## config.mk

```make
export PLATFORM = sky130hd
export DESIGN_NAME = rpp3d_hitlist
export DESIGN_NICKNAME = d
export VERILOG_FILES = /design/src/hdl/rpp3d_pkg.sv /design/src/hdl/rpp3d_hitlist.sv
export SDC_FILE = /design/constraint.sdc
export NUM_CORES = 1
export LEC_CHECK = 0
export BUFFER_PORTS_ARGS = -buffer_cell sky130_fd_sc_hd__buf_2
export CAP_MARGIN = 40
export CORE_ASPECT_RATIO = 1.25
export CORE_MARGIN = 3
export CORE_UTILIZATION = 55
export CTS_BUF_LIST = sky130_fd_sc_hd__clkbuf_4 sky130_fd_sc_hd__clkbuf_8
export DETAILED_ROUTE_END_ITERATION = 8
export GPL_ROUTABILITY_DRIVEN = 0
export GPL_TIMING_DRIVEN = 0
export PLACE_DENSITY = 0.69
export SLEW_MARGIN = 30
export SYNTH_ARGS = -nofsm -noshare
export SYNTH_HDL_FRONTEND = slang
export SYNTH_SLANG_ARGS = --single-unit
```

## constraint.sdc

```tcl
create_clock -name clk_i -period 3.4 [get_ports clk_i]
set_input_delay 0.68 -clock clk_i [delete_from_list [all_inputs] [get_ports clk_i]]
set_output_delay 0.68 -clock clk_i [all_outputs]
set_load 0.02 [all_outputs]
```

## src/hdl/rpp3d_pkg.sv

```systemverilog
`timescale 1ns / 1ps
// ----------------------------------------------------------------------------
// rpp3d_pkg
// Types and constants of the point-in-rotated-box pooling block.
// ----------------------------------------------------------------------------
package rpp3d_pkg;

  localparam int MAX_POINTS  = 1024;
  localparam int MAX_SAMPLES = 64;
  localparam int PT_AW       = $clog2(MAX_POINTS);
  localparam int HL_AW       = $clog2(MAX_SAMPLES);

  localparam int COORD_W  = 24;
  localparam int ANG_W    = 16;
  localparam int ANG_FRAC = 14;
  localparam int IDX_W    = 10;
  localparam int DIFF_W   = COORD_W + 1;
  localparam int PROD_W   = DIFF_W + ANG_W;
  localparam int ACC_W    = PROD_W + 1;
  localparam int CMP_W    = ACC_W + 2;

  localparam int SCNT_W   = 7;
  localparam int PCNT_W   = 11;
  localparam int KEPT_W   = HL_AW + 1;
  localparam int CFG_DW   = 11;
  localparam int CFG_AW   = 1;

  localparam logic [CFG_AW-1:0] CFG_SAMPLE_COUNT = 1'd0;
  localparam logic [CFG_AW-1:0] CFG_POINT_COUNT  = 1'd1;

  localparam logic [SCNT_W-1:0] SAMPLE_COUNT_RST = SCNT_W'(MAX_SAMPLES);
  localparam logic [PCNT_W-1:0] POINT_COUNT_RST  = PCNT_W'(MAX_POINTS);

  localparam logic MODE_LOAD  = 1'b0;
  localparam logic MODE_QUERY = 1'b1;

  typedef struct packed {
    logic                      mode;
    logic [IDX_W-1:0]          point_index;
    logic signed [COORD_W-1:0] coord_x;
    logic signed [COORD_W-1:0] coord_y;
    logic signed [COORD_W-1:0] coord_z;
    logic signed [COORD_W-1:0] size_x;
    logic signed [COORD_W-1:0] size_y;
    logic signed [COORD_W-1:0] size_z;
    logic signed [ANG_W-1:0]   cos_angle;
    logic signed [ANG_W-1:0]   sin_angle;
  } in_item_t;

  typedef struct packed {
    logic [IDX_W-1:0]          sampled_index;
    logic signed [COORD_W-1:0] sampled_x;
    logic signed [COORD_W-1:0] sampled_y;
    logic signed [COORD_W-1:0] sampled_z;
    logic                      box_empty;
    logic                      last_sample;
  } out_item_t;

  typedef struct packed {
    logic signed [COORD_W-1:0] x;
    logic signed [COORD_W-1:0] y;
    logic signed [COORD_W-1:0] z;
  } point_t;

  typedef enum logic [1:0] {
    ALU_LOAD = 2'd0,
    ALU_SUB  = 2'd1,
    ALU_ADD  = 2'd2
  } alu_op_e;

  typedef struct packed {
    logic    en;
    alu_op_e op;
    logic    sel_y;
  } alu_ctl_t;

  typedef enum logic [8:0] {
    S_IDLE  = 9'b000000001,
    S_SRD   = 9'b000000010,
    S_DIFF  = 9'b000000100,
    S_MUL   = 9'b000001000,
    S_CMP   = 9'b000010000,
    S_HRD   = 9'b000100000,
    S_PRD   = 9'b001000000,
    S_OUT   = 9'b010000000,
    S_EMPTY = 9'b100000000
  } state_e;

endpackage

```

## src/hdl/rpp3d_hitlist.sv

```systemverilog
`timescale 1ns / 1ps
// ----------------------------------------------------------------------------
// rpp3d_hitlist
// Slots of the in-box points kept for one query; registered read.
// ----------------------------------------------------------------------------
module rpp3d_hitlist (
  input  logic                        clk_i,
  input  logic                        we_i,
  input  logic [rpp3d_pkg::HL_AW-1:0] waddr_i,
  input  logic [rpp3d_pkg::IDX_W-1:0] wdata_i,
  input  logic [rpp3d_pkg::HL_AW-1:0] raddr_i,
  output logic [rpp3d_pkg::IDX_W-1:0] rdata_o
);

  logic [rpp3d_pkg::IDX_W-1:0] mem [rpp3d_pkg::MAX_SAMPLES];
  logic [rpp3d_pkg::IDX_W-1:0] rdata_q;

  always_ff @(posedge clk_i) begin
    if (we_i) begin
      mem[waddr_i] <= wdata_i;
    end
  end

  always_ff @(posedge clk_i) begin
    rdata_q <= mem[raddr_i];
  end

  assign rdata_o = rdata_q;

endmodule

```

Yosys cells after proc, flatten, opt, wreduce, memory -nomap -nowiden
Memories as Yosys holds them, arrays and structs flattened. A register that Yosys moved wholly into a read port is not among the register bits.
Cells that the tools add are included.
{"block": "word_totals", "ff_bits": 0, "ramBits": 640, "in_bits": 24, "word_cells": 3, "mem_count": 1}
{"block": "op_classes", "mux": 2}
{"name": "mem", "depth": 64, "word_bits": 10, "read_ports": 1, "rd_clocked_by_memory_dff": 1, "wr": 1, "line": "rpp3d_hitlist.sv:15", "rtl": "logic [rpp3d_pkg::IDX_W-1:0] mem [rpp3d_pkg::MAX_SAMPLES];"}
{"op": "1-bit 2-to-1 mux", "n": 2}

Depth between registers and ports, before layout
{"block": "depth", "word_depth": 2, "depth_mapped": 9, "mapped_depth_nobuf": 5}

Least setup slack after synthesis
OpenSTA, ideal clock, no wires.
{"block": "synth_timing", "kind": "input to register", "from": "in raddr_i[0] (netlist bit)", "to": "reg rdata_q (netlist bit rdata_o[2]), read port of mem", "arrival_ps": 2358, "slack_ps": 920, "cell_stages": 7, "path_buffers": 3, "cell_sequence": "buf_6 buf_4 buf_2 mux4_2 mux2_2 o31ai_1 o21ai_1"}
{"element": "from (decl)", "line": "rpp3d_hitlist.sv:11", "rtl": "input logic [rpp3d_pkg::HL_AW-1:0] raddr_i,"}
{"element": "to (decl)", "line": "rpp3d_hitlist.sv:16", "rtl": "logic [rpp3d_pkg::IDX_W-1:0] rdata_q;"}

==> results.json <==
{
  "ios": 34,
  "synth_cell_types": 37,
  "r2r_setup_slack_ps": 1020,
  "worst_setup_path_end_kind": "register",
  "hold_end": "mem[55][4]",
  "grt_usage_pct": 24.1,
  "grt_overflow": 0,
  "cts_resized": 0,
  "rows": 86,
  "cellPowerDensity_nw_per_um2": 561,
  "multiInputGateArea_um2": 5450,
  "path_buf_inv": 4,
  "whs_ps": 476,
  "cts_htree_levels": 3,
  "hpwl_mm": 37.2,
  "vias": 11962,
  "grt_pass1_wl_mm": 83.2,
  "power.leakage_nw": 9.01,
  "relSlewSlack_pct": 41.1,
  "top_usage_layer": "met2",
  "synthCells": 1118,
  "cts_hold_repair.buffers": 0,
  "crit_fanout": 10,
  "crit_required_ps": 3930,
  "synth_nets": 1142,
  "reg2reg_depth": 5,
  "use_met2_pct": 39.9,
  "max_freq_ghz": 0.354,
  "die-width_um": 197,
  "syn_to_final_growth_pct": 12.7,
  "finalWirelength_mm": 56.1,
  "grt_pass1_vias": 12524,
  "final.fill_count": 2979,
  "start_util_pct": 56.3,
  "fp.dieH_um": 245,
  "dr.pass1.iters": 5,
  "clock_latency_ps": 660,
  "use_met1_pct": 32.5,
  "ir_drop_mv": 0.347,
  "first_iter_violations": 1157,
  "setup_viol": 0,
  "finalNetCount": 1301,
  "ant_nets": 0,
  "status": "completed",
  "synth_seq_area_share_pct": 77.4,
  "synth_area_per_cell_um2": 22.5,
  "dp_slack_ps": -72.2,
  "synth.area.top_cells": "edfxtp_1 (77%), mux4_2 (14%), mux2i_1 (2.1%)",
  "fin_ws_ps": 575,
  "worst_hold_startpoint": "wdata_i[4]",
  "worstSetupStartpointType": "input pin",
  "numCtsBuffers": 95,
  "period_minus_slack_ps": 2820,
  "path_clk_slew_ps": 60,
  "drc_errors": 0,
  "antenna_found_initial": 4,
  "max_stage_delay_ps": 590,
  "avgViaCountPerCell": 6.24,
  "cts.sinks": 650,
  "die-area_um2": 48300,
  "hold_viol_final": 0,
  "cp_common_cell": "buf_2",
  "cts_max_path_buffers": 3,
  "r2r-start": "mem[55][9]",
  "cp_data_arrival_time_ps": 3360,
  "cp_slowest_cell": "clkbuf_1",
  "drv_cap": 0,
  "worstMarginPinSlew_ps": 884,
  "timing.rr.end": "rdata_o[9]",
  "syn-cell-area_um2": 25100,
  "gr-usage-met3_pct": 4.97,
  "grt_max_degree": 65,
  "rsz0062_at_grt": "false",
  "skew_ps": 34.4,
  "crit_chain": "buf_2, buf_2, buf_4, clkbuf_1, mux4_2, mux2i_1, a211oi_1, o31ai_1, o21ai_1",
  "synth_top_area_cell": "edfxtp_1",
  "port_buffers": 25,
  "wl_per_cell_um": 29.2,
  "drv_slew": 0,
  "yosys.area.top_type_share_pct": 76.6,
  "register_area_um2": 19400,
  "postCtsSetupBuffers": 0,
  "hold_depth": 1,
  "cp_top_family": "buffers and inverters",
  "drive_gt1_share_pct": 34.3,
  "ys_ff_latch": 650,
  "tritoncts": "yes",
  "worstSetupPathType": "in2reg",
  "hold_path.class": "in2reg",
  "cts-root-buf": "clkbuf_8",
  "yosys_warnings": 0,
  "timing.final.crit_share_pct": 83.1,
  "core-area_um2": 44500
}
[flip-flops by register name, indices dropped and copies added (netlist names)]
name and count:
mem 640, rdata_o 10
[layer usage]
metal	wire, um	share of wire [%]	up-vias
met1	21800	39	6291
met2	28500	51	513
met5	20	0.036	-
li1	-	-	5052
met3	4190	7.5	102
met4	1490	2.7	4
[worst max path at each step]
stage / start / end / slack, ps / depth (start not counted)
after floorplan: raddr_i[0] / rdata_o[2] / 920 / 7
after global placement: raddr_i[1] / rdata_o[9] / -250 / 8
after detailed placement: raddr_i[1] / rdata_o[3] / -70 / 8
after CTS: raddr_i[1] / rdata_o[2] / 610 / 9
after global routing: raddr_i[1] / rdata_o[1] / 510 / 8
final: raddr_i[1] / rdata_o[4] / 580 / 9
[Yosys cell counts]
cell type	instances
o31ai_1	3
edfxtp_1	640
nand2b_1	6
nand3_1	7
a211oi_1	9
a221oi_1	5
clkbuf_1	25
dfxtp_1	10
nor3_1	2
buf_2	16
mux2_2	7
or3b_1	1
o21ai_1	4
buf_1	3
mux2i_1	52
nand4b_1	1
a22o_1	6
a21oi_1	1
nor2b_1	12
o22ai_1	15
nor2_1	70
mux2_4	5
o221ai_1	1
and2_1	4
mux4_2	160
buf_4	15
nand2_1	8
or3_1	2
buf_8	1
nand4_1	2
o211ai_1	3
a2111oi_4	1
a2111oi_2	5
buf_6	2
a221oi_2	1
nand3b_1	4
a22oi_1	9
[cells in the final DEF (no fill, tap or decap), types with 5 or more instances in the layout]
master	Yosys	layout
a2111oi_2	5	5
a211oi_1	9	9
a221oi_1	5	5
a22o_1	6	6
a22oi_1	9	9
buf_2	16	35
buf_4	15	50
clkbuf_1	25	25
clkbuf_4	0	40
clkbuf_8	0	103
clkinv_1	0	16
dfxtp_1	10	10
edfxtp_1	640	640
mux2_2	7	7
mux2_4	5	5
mux2i_1	52	52
mux4_2	160	160
nand2_1	8	8
nand2b_1	6	6
nand3_1	7	7
nor2_1	70	34
nor2_2	0	36
nor2b_1	12	12
o22ai_1	15	15
[final cells by class]
| type | instances | area share [%] |
|---|---|---|
| Timing Repair Buffer | 62 | 1.85 |
| Multi-Input combinational cell | 406 | 19.3 |
| Tap cell | 572 | 2.53 |
| Buffer | 62 | 1.19 |
| Antenna cell | 2 | 0.0177 |
| Clock buffer | 142 | 6.02 |
| Clock inverter | 22 | 0.504 |
| Sequential cell | 650 | 68.6 |
[through the flow]
step	setup TNS, ps	std cells	utilization [%]	cell area [um^2]	power, mW
after global routing	0	1918	63.5	28300	16.4
after CTS	0	1915	63.5	28300	16.0
after global placement	-912	1715	58.2	25900	9.90
after floorplan	0	1118	-	25100	9.55
after detailed placement	-346	1751	59.3	26400	9.95
final	0	1918	63.5	28300	15.9
[kinds of logic (layout without fill, tap and decap cells)]
family / after synthesis / in the layout / share of synthesized area [%]
buf+inv: 62 / 288 / 1.34
other cells: 0 / 2 / 0
compound gates: 63 / 63 / 2.08
mux: 224 / 224 / 17.0
flops: 650 / 650 / 77.4
simple gates: 119 / 119 / 2.18
[report_power, final]
part	switching, mW	leakage, nW	internal, mW
clock	2.75	0.983	3.33
sequential	0.0157	5.84	8.87
combinational	0.554	2.18	0.338
total	3.32	9.01	12.5
Power figures use the tool's default switching activity.
