--- src/hdl/rpp3d_pkg.sv ---
`timescale 1ns / 1ps
// ----------------------------------------------------------------------------
// rpp3d_pkg
// Types and constants of the point-in-rotated-box pooling block.
// ----------------------------------------------------------------------------
package rpp3d_pkg;

  localparam int MAX_POINTS  = 1024;
  localparam int MAX_SAMPLES = 64;
  localparam int PT_AW       = $clog2(MAX_POINTS);
  localparam int HL_AW       = $clog2(MAX_SAMPLES);

  localparam int COORD_W  = 24;
  localparam int ANG_W    = 16;
  localparam int ANG_FRAC = 14;
  localparam int IDX_W    = 10;
  localparam int DIFF_W   = COORD_W + 1;
  localparam int PROD_W   = DIFF_W + ANG_W;
  localparam int ACC_W    = PROD_W + 1;
  localparam int CMP_W    = ACC_W + 2;

  localparam int SCNT_W   = 7;
  localparam int PCNT_W   = 11;
  localparam int KEPT_W   = HL_AW + 1;
  localparam int CFG_DW   = 11;
  localparam int CFG_AW   = 1;

  localparam logic [CFG_AW-1:0] CFG_SAMPLE_COUNT = 1'd0;
  localparam logic [CFG_AW-1:0] CFG_POINT_COUNT  = 1'd1;

  localparam logic [SCNT_W-1:0] SAMPLE_COUNT_RST = SCNT_W'(MAX_SAMPLES);
  localparam logic [PCNT_W-1:0] POINT_COUNT_RST  = PCNT_W'(MAX_POINTS);

  localparam logic MODE_LOAD  = 1'b0;
  localparam logic MODE_QUERY = 1'b1;

  typedef struct packed {
    logic                      mode;
    logic [IDX_W-1:0]          point_index;
    logic signed [COORD_W-1:0] coord_x;
    logic signed [COORD_W-1:0] coord_y;
    logic signed [COORD_W-1:0] coord_z;
    logic signed [COORD_W-1:0] size_x;
    logic signed [COORD_W-1:0] size_y;
    logic signed [COORD_W-1:0] size_z;
    logic signed [ANG_W-1:0]   cos_angle;
    logic signed [ANG_W-1:0]   sin_angle;
  } in_item_t;

  typedef struct packed {
    logic [IDX_W-1:0]          sampled_index;
    logic signed [COORD_W-1:0] sampled_x;
    logic signed [COORD_W-1:0] sampled_y;
    logic signed [COORD_W-1:0] sampled_z;
    logic                      box_empty;
    logic                      last_sample;
  } out_item_t;

  typedef struct packed {
    logic signed [COORD_W-1:0] x;
    logic signed [COORD_W-1:0] y;
    logic signed [COORD_W-1:0] z;
  } point_t;

  typedef enum logic [1:0] {
    ALU_LOAD = 2'd0,
    ALU_SUB  = 2'd1,
    ALU_ADD  = 2'd2
  } alu_op_e;

  typedef struct packed {
    logic    en;
    alu_op_e op;
    logic    sel_y;
  } alu_ctl_t;

  typedef enum logic [8:0] {
    S_IDLE  = 9'b000000001,
    S_SRD   = 9'b000000010,
    S_DIFF  = 9'b000000100,
    S_MUL   = 9'b000001000,
    S_CMP   = 9'b000010000,
    S_HRD   = 9'b000100000,
    S_PRD   = 9'b001000000,
    S_OUT   = 9'b010000000,
    S_EMPTY = 9'b100000000
  } state_e;

endpackage

--- src/hdl/rpp3d_alu.sv ---
`timescale 1ns / 1ps
// ----------------------------------------------------------------------------
// rpp3d_alu
// Shared multiply-accumulate unit: one registered 25x16 product per cycle,
// accumulated into the rotated x or y sum on the following cycle.
// ----------------------------------------------------------------------------
module rpp3d_alu (
  input  logic                                clk_i,
  input  logic                                rst_ni,
  input  rpp3d_pkg::alu_ctl_t                 ctl_i,
  input  logic signed [rpp3d_pkg::DIFF_W-1:0] a_i,
  input  logic signed [rpp3d_pkg::ANG_W-1:0]  b_i,
  output logic signed [rpp3d_pkg::ACC_W-1:0]  acc_x_o,
  output logic signed [rpp3d_pkg::ACC_W-1:0]  acc_y_o
);

  rpp3d_pkg::alu_ctl_t                 ctl_q;
  logic signed [rpp3d_pkg::PROD_W-1:0] prod_d, prod_q;
  logic signed [rpp3d_pkg::ACC_W-1:0]  prod_ext;
  logic signed [rpp3d_pkg::ACC_W-1:0]  acc_sel;
  logic signed [rpp3d_pkg::ACC_W-1:0]  acc_d;
  logic signed [rpp3d_pkg::ACC_W-1:0]  acc_x_q, acc_y_q;

  assign prod_d   = a_i * b_i;
  assign prod_ext = rpp3d_pkg::ACC_W'(prod_q);
  assign acc_sel  = ctl_q.sel_y ? acc_y_q : acc_x_q;

  always_comb begin
    case (ctl_q.op)
      rpp3d_pkg::ALU_LOAD: acc_d = prod_ext;
      rpp3d_pkg::ALU_SUB:  acc_d = acc_sel - prod_ext;
      rpp3d_pkg::ALU_ADD:  acc_d = acc_sel + prod_ext;
      default:             acc_d = acc_sel;
    endcase
  end

  always_ff @(posedge clk_i or negedge rst_ni) begin
    if (!rst_ni) begin
      ctl_q <= '0;
    end else begin
      ctl_q <= ctl_i;
    end
  end

  always_ff @(posedge clk_i) begin
    prod_q <= prod_d;
    if (ctl_q.en && !ctl_q.sel_y) begin
      acc_x_q <= acc_d;
    end
    if (ctl_q.en && ctl_q.sel_y) begin
      acc_y_q <= acc_d;
    end
  end

  assign acc_x_o = acc_x_q;
  assign acc_y_o = acc_y_q;

endmodule

--- config.mk ---
export PLATFORM = sky130hd
export DESIGN_NAME = rpp3d_alu
export DESIGN_NICKNAME = d
export VERILOG_FILES = /design/src/hdl/rpp3d_pkg.sv /design/src/hdl/rpp3d_alu.sv
export SDC_FILE = /design/constraint.sdc
export NUM_CORES = 1
export LEC_CHECK = 0
export ABC_AREA = 0
export BUFFER_PORTS_ARGS = -buffer_cell sky130_fd_sc_hd__buf_4
export CORE_ASPECT_RATIO = 0.7
export CORE_MARGIN = 3
export CORE_UTILIZATION = 60
export DETAILED_ROUTE_END_ITERATION = 10
export PLACE_DENSITY = 0.82
export SKIP_CTS_REPAIR_TIMING = 1
export SLEW_MARGIN = 20
export SYNTH_ARGS = -nofsm -noshare
export SYNTH_HDL_FRONTEND = slang
export SYNTH_SLANG_ARGS = --single-unit
--- constraint.sdc ---
create_clock -name clk_i -period 6.45 [get_ports clk_i]
set_input_delay 0.645 -clock clk_i [delete_from_list [all_inputs] [get_ports clk_i]]
set_output_delay 0.645 -clock clk_i [all_outputs]
set_load 0.05 [all_outputs]
**Word-level counts from Yosys, hierarchy flattened**

Cells that the tools add are included.

- Input bits: 47
- Word-level logic and storage cells: 17
- Register bits after elaboration: 129
- Output and inout bits: 84

- Multiply operators: 1
- $add $sub $neg: 2
- Reductions and logical operators: 4
- Mux-type cells: 2
- Equality and inequality tests: 2

Operator list:

| cell | number |
|---|---|
| $pmux 42 s3 | 1 |
| $add 42x41->42 | 1 |
| $mux 42 | 1 |
| $sub 42x41->42 | 1 |
| $mul 25x16->41 | 1 |
| $eq 2x1->1 const B | 1 |
| $eq 2x2->1 const B | 1 |
| $logic_and 1x1->1 | 2 |
| $logic_not 2->1 | 1 |
| $logic_not 1->1 | 1 |

**Depth between registers and ports, before layout**

- Depth in word-level cells: 3
- Mapped depth: 26
- Depth with buffers taken out: 25

**Worst setup path after synthesis**

Ideal clock, no wire load.

- Kind: input to register
- Start point: in b_i[7] (netlist name)
- End point: reg prod_q[40] (netlist name)
- Setup time: 112 ps
- Cell stages on the path: 24
- Slack: -205 ps
- Arrival: 6543 ps
- Required time: 6338 ps
- Path buffers: 2
- Cell sequence: clkbuf_1 clkbuf_1 nand2_1 fa_1 inv_1 fa_1 inv_1 fa_1 inv_1 fa_1 fa_1 inv_1 fa_1 inv_1 ha_1 nand2_1 nor2_1 nand2_1 o31ai_2 a21oi_2 nor4_1 o311ai_1 mux2i_1 a2111oi_1

- Word-level cells in the longest chain between the ends: 1

RTL lines:

| item | line | text |
|---|---|---|
| start, declared | rpp3d_alu.sv:12 | `input logic signed [rpp3d_pkg::ANG_W-1:0] b_i,` |
| $mul 25x16->41 | rpp3d_alu.sv:24 | `assign prod_d = a_i * b_i;` |
| named net prod_d (one bit) | rpp3d_alu.sv:18 | `logic signed [rpp3d_pkg::PROD_W-1:0] prod_d, prod_q;` |
| end signal, assigned | rpp3d_alu.sv:46 | `prod_q <= prod_d;` |
| end, declared | rpp3d_alu.sv:18 |  |

The timed path passes the listed nets, and every way through them passes these cells.
A chain may end at the register's enable or synchronous reset.

**Worst setup path after layout**

- Start point: in b_i[10] (netlist name)
- End point: reg prod_q[40] (netlist name)

Same word-level chain as after synthesis.

==> metrics.md <==
| Metric | Value |
|---|---|
| Die Wd | 235 um |
| Worst Hold Class | input port to flop |
| Endpoints failing setup | 0 |
| ANT cells | 0 |
| First-pass iteration count of the detailed router | 5 |
| Placed insts | 3,030 |
| CTS Sinks | 129 |
| Top area cells in the synthesized netlist | fa_1 (35%), edfxtp_1 (11%), ha_1 (8.2%) |
| Worst-path fanout max | 8 |
| Hold Slack | 0.315 ns |
| DRT Wirelength | 55.9 mm |
| DR vias/cell | 5.69 |
| Period minus WS final | 6.27 ns |
| CTS Buffer Depth | 2 |
| Most frequent cells in the layout | inv_1 (471), fa_1 (389), nand2_1 (269), buf_4 (265), and2_1 (164) |
| Area of the core | 36,100 um^2 |
| Initial drt markers | 1,408 |
| Number of synthesized flops with an enable pin | 84 |
| Fin area | 25,000 um^2 |
| Distinct cells, synth | 71 |
| Number of synthesized register bits | 129 |
| WL/cell | 18.3 um |
| Full die area | 39,000 um^2 |
| Slew headroom | 54.9% |
| Synthesis Warnings | 0 |
| Clock root buffer | clkbuf_16 |
| DRC Markers | 0 |
| Tot GR Track Use | 30.0% |
| CTS tree | yes |
| Cells after synthesis | 2,379 |
| Slew Viols, Final | 0 |
| Die Ht | 166 um |
| GPL Wtd Cong | 0.936 |
| Worst r2r path cells | 18 |
| ANT nets after route | 0 |
| Fmax | 160 MHz |
| Synth Cell Area | 22,000 um^2 |
| Ys async rst share | 3.10% |
| Worst Skew | 0.0101 ns |
| Placed Area | 24,300 um^2 |
| Total CTS buffers | 17 |
| Post-DP HPWL | 46.5 mm |
| Largest net degree at the start of global routing | 48 |
| Clk_lat worst skew | 0.43 ns |
| Avg Cell Area, Syn | 9.25 um^2 |
| Period utilisation layout | 97.2% |
| Core Util, Final | 69.3% |
| Num rows | 58 |
| Overflow after GRT | 0 |
| Critical Path End Type | flop |
| Syn_nets | 2,960 |
| Ports | 131 |
| Final hold violation count | 0 |
| Setup Crit Path Kind | input port to flop |
| Initial Util | 61.0% |
| Top FF cell, synth | edfxtp_1 |
| Max-cap viol count | 0 |
| CP required | 6.78 ns |
| Startpoint Class | input port |
| Vias | 17,400 |
| Final net count | 3,151 |
| Initial antenna violation count | 0 |
| Post-route insts no fill | 3,063 |
| Critical path arrival | 6.60 ns |
| Hold path cells | 1 |
| Worst-path clk slew | 0.06 ns |
| Yosys top cell by area | fa_1 |
| Synth top area share | 35.4% |
| PortBufs | 130 |
| First-pass GRT wire length | 95.6 mm |
| Outcome | completed |
| Worst slew pin tran | 0.670 ns |
| Max H-tree Level | 4 |
| Number of global-route vias before repair | 19,200 |
| Sequential share of the synthesized area | 15.6% |
| Most common cell after layout, fill and taps aside | inv_1 |
| Area grow syn2layout | 13.5% |
| Filler cells | 2,706 |
| Layout cell share with drive strength beyond 1 | 14.6% |
-- synth_stat cells, types with 6 or more instances --
cell type	instances
o21ai_0	37
o31ai_1	8
o21bai_1	9
a211oi_1	11
o21a_1	15
nor4_1	6
mux2_2	43
fa_1	389
edfxtp_1	84
o22ai_1	6
clkbuf_1	87
ha_1	145
a31oi_1	15
nor2b_1	8
a21oi_1	87
nand3_1	15
and2_1	165
a21o_1	35
nand2_1	269
nand2b_1	11
xnor2_1	63
nand4_1	6
a221oi_1	34
dfxtp_1	41
nor2_1	152
and3_1	8
inv_1	471
nor3_1	23
xor2_1	53
-- per-layer routing --
metal / vias up / part of all wire (%) / global-route usage [%] / wire length, um
met4: 0 / 3.0 / 9.39 / 1680
met2: 807 / 49 / 50.7 / 27300
met1: 8629 / 40 / 39.6 / 22500
met3: 145 / 7.9 / 5.59 / 4440
li1: 7857 / - / - / -
met5: - / 0 / 0 / 0
-- flip-flops by register name (all words and copies together) (netlist names) --
name and count:
acc_x_o 42, acc_y_o 42, prod_q 41, ctl_q 4
-- final timing paths --
| kind | start | to | slack, ns |
|---|---|---|---|
| worst min register to register | prod_q[21] | acc_y_o[21] | 0.73 |
| worst min-delay path | ctl_i[3] | ctl_q[3] | 0.32 |
| max in group asynchronous | rst_ni | ctl_q[0] | 5.80 |
| worst max-delay path | b_i[10] | prod_q[40] | 0.18 |
| min in group asynchronous | rst_ni | ctl_q[0] | 0.55 |
| worst max register to register | prod_q[7] | acc_y_o[41] | 0.92 |
-- worst max-delay path, cell delays in order --
cell       delay [ns]
buf_4            0.14
buf_4            0.19
nand2_1          0.10
fa_1             0.55
inv_1            0.07
fa_1             0.57
fa_1             0.44
fa_1             0.50
fa_1             0.49
inv_1            0.05
fa_1             0.48
inv_1            0.04
ha_1             0.30
nand2_1          0.13
a21boi_1         0.16
o21a_1           0.15
nor2_1           0.07
o31ai_4          0.34
a21oi_2          0.14
nor4_4           0.37
o311ai_2         0.16
mux2i_1          0.16
a2111oi_2        0.34
-- final cells by class --
| cell class | count | area (um^2) | area share [%] |
|---|---|---|---|
| Multi-Input combinational cell | 1683 | 16500 | 66.1 |
| Sequential cell | 129 | 3440 | 13.8 |
| Timing Repair Buffer | 268 | 2040 | 8.16 |
| Inverter | 471 | 1770 | 7.08 |
| Tap cell | 480 | 601 | 2.40 |
| Clock buffer | 17 | 425 | 1.70 |
| Clock inverter | 15 | 183 | 0.731 |
-- stage by stage --
stage | setup TNS [ns] | setup WS (ns)
floorplan | -0.0115 | -0.0115
global placement | -1.01 | -0.248
detailed placement | -1.84 | -0.399
CTS | 0 | 0.0206
global route | -0.0444 | -0.0444
finish | 0 | 0.182
-- logic make-up (layout without fill, tap and decap cells) --
group | count (synthesis) | count (layout) | share of synthesized area (%)
and+or+nand+nor | 690 | 690 | 15.0
buffers and inverters | 567 | 771 | 9.72
DFF | 129 | 129 | 15.6
adders and majority gates | 534 | 534 | 43.6
xor gates and xnor gates | 116 | 116 | 4.62
AOI/OAI and AO/OA | 299 | 299 | 9.18
muxes | 44 | 44 | 2.25
Power is left out: the tool's default activity adds up to more than one toggle a clock period on the data nets, which glitch-free logic cannot reach.
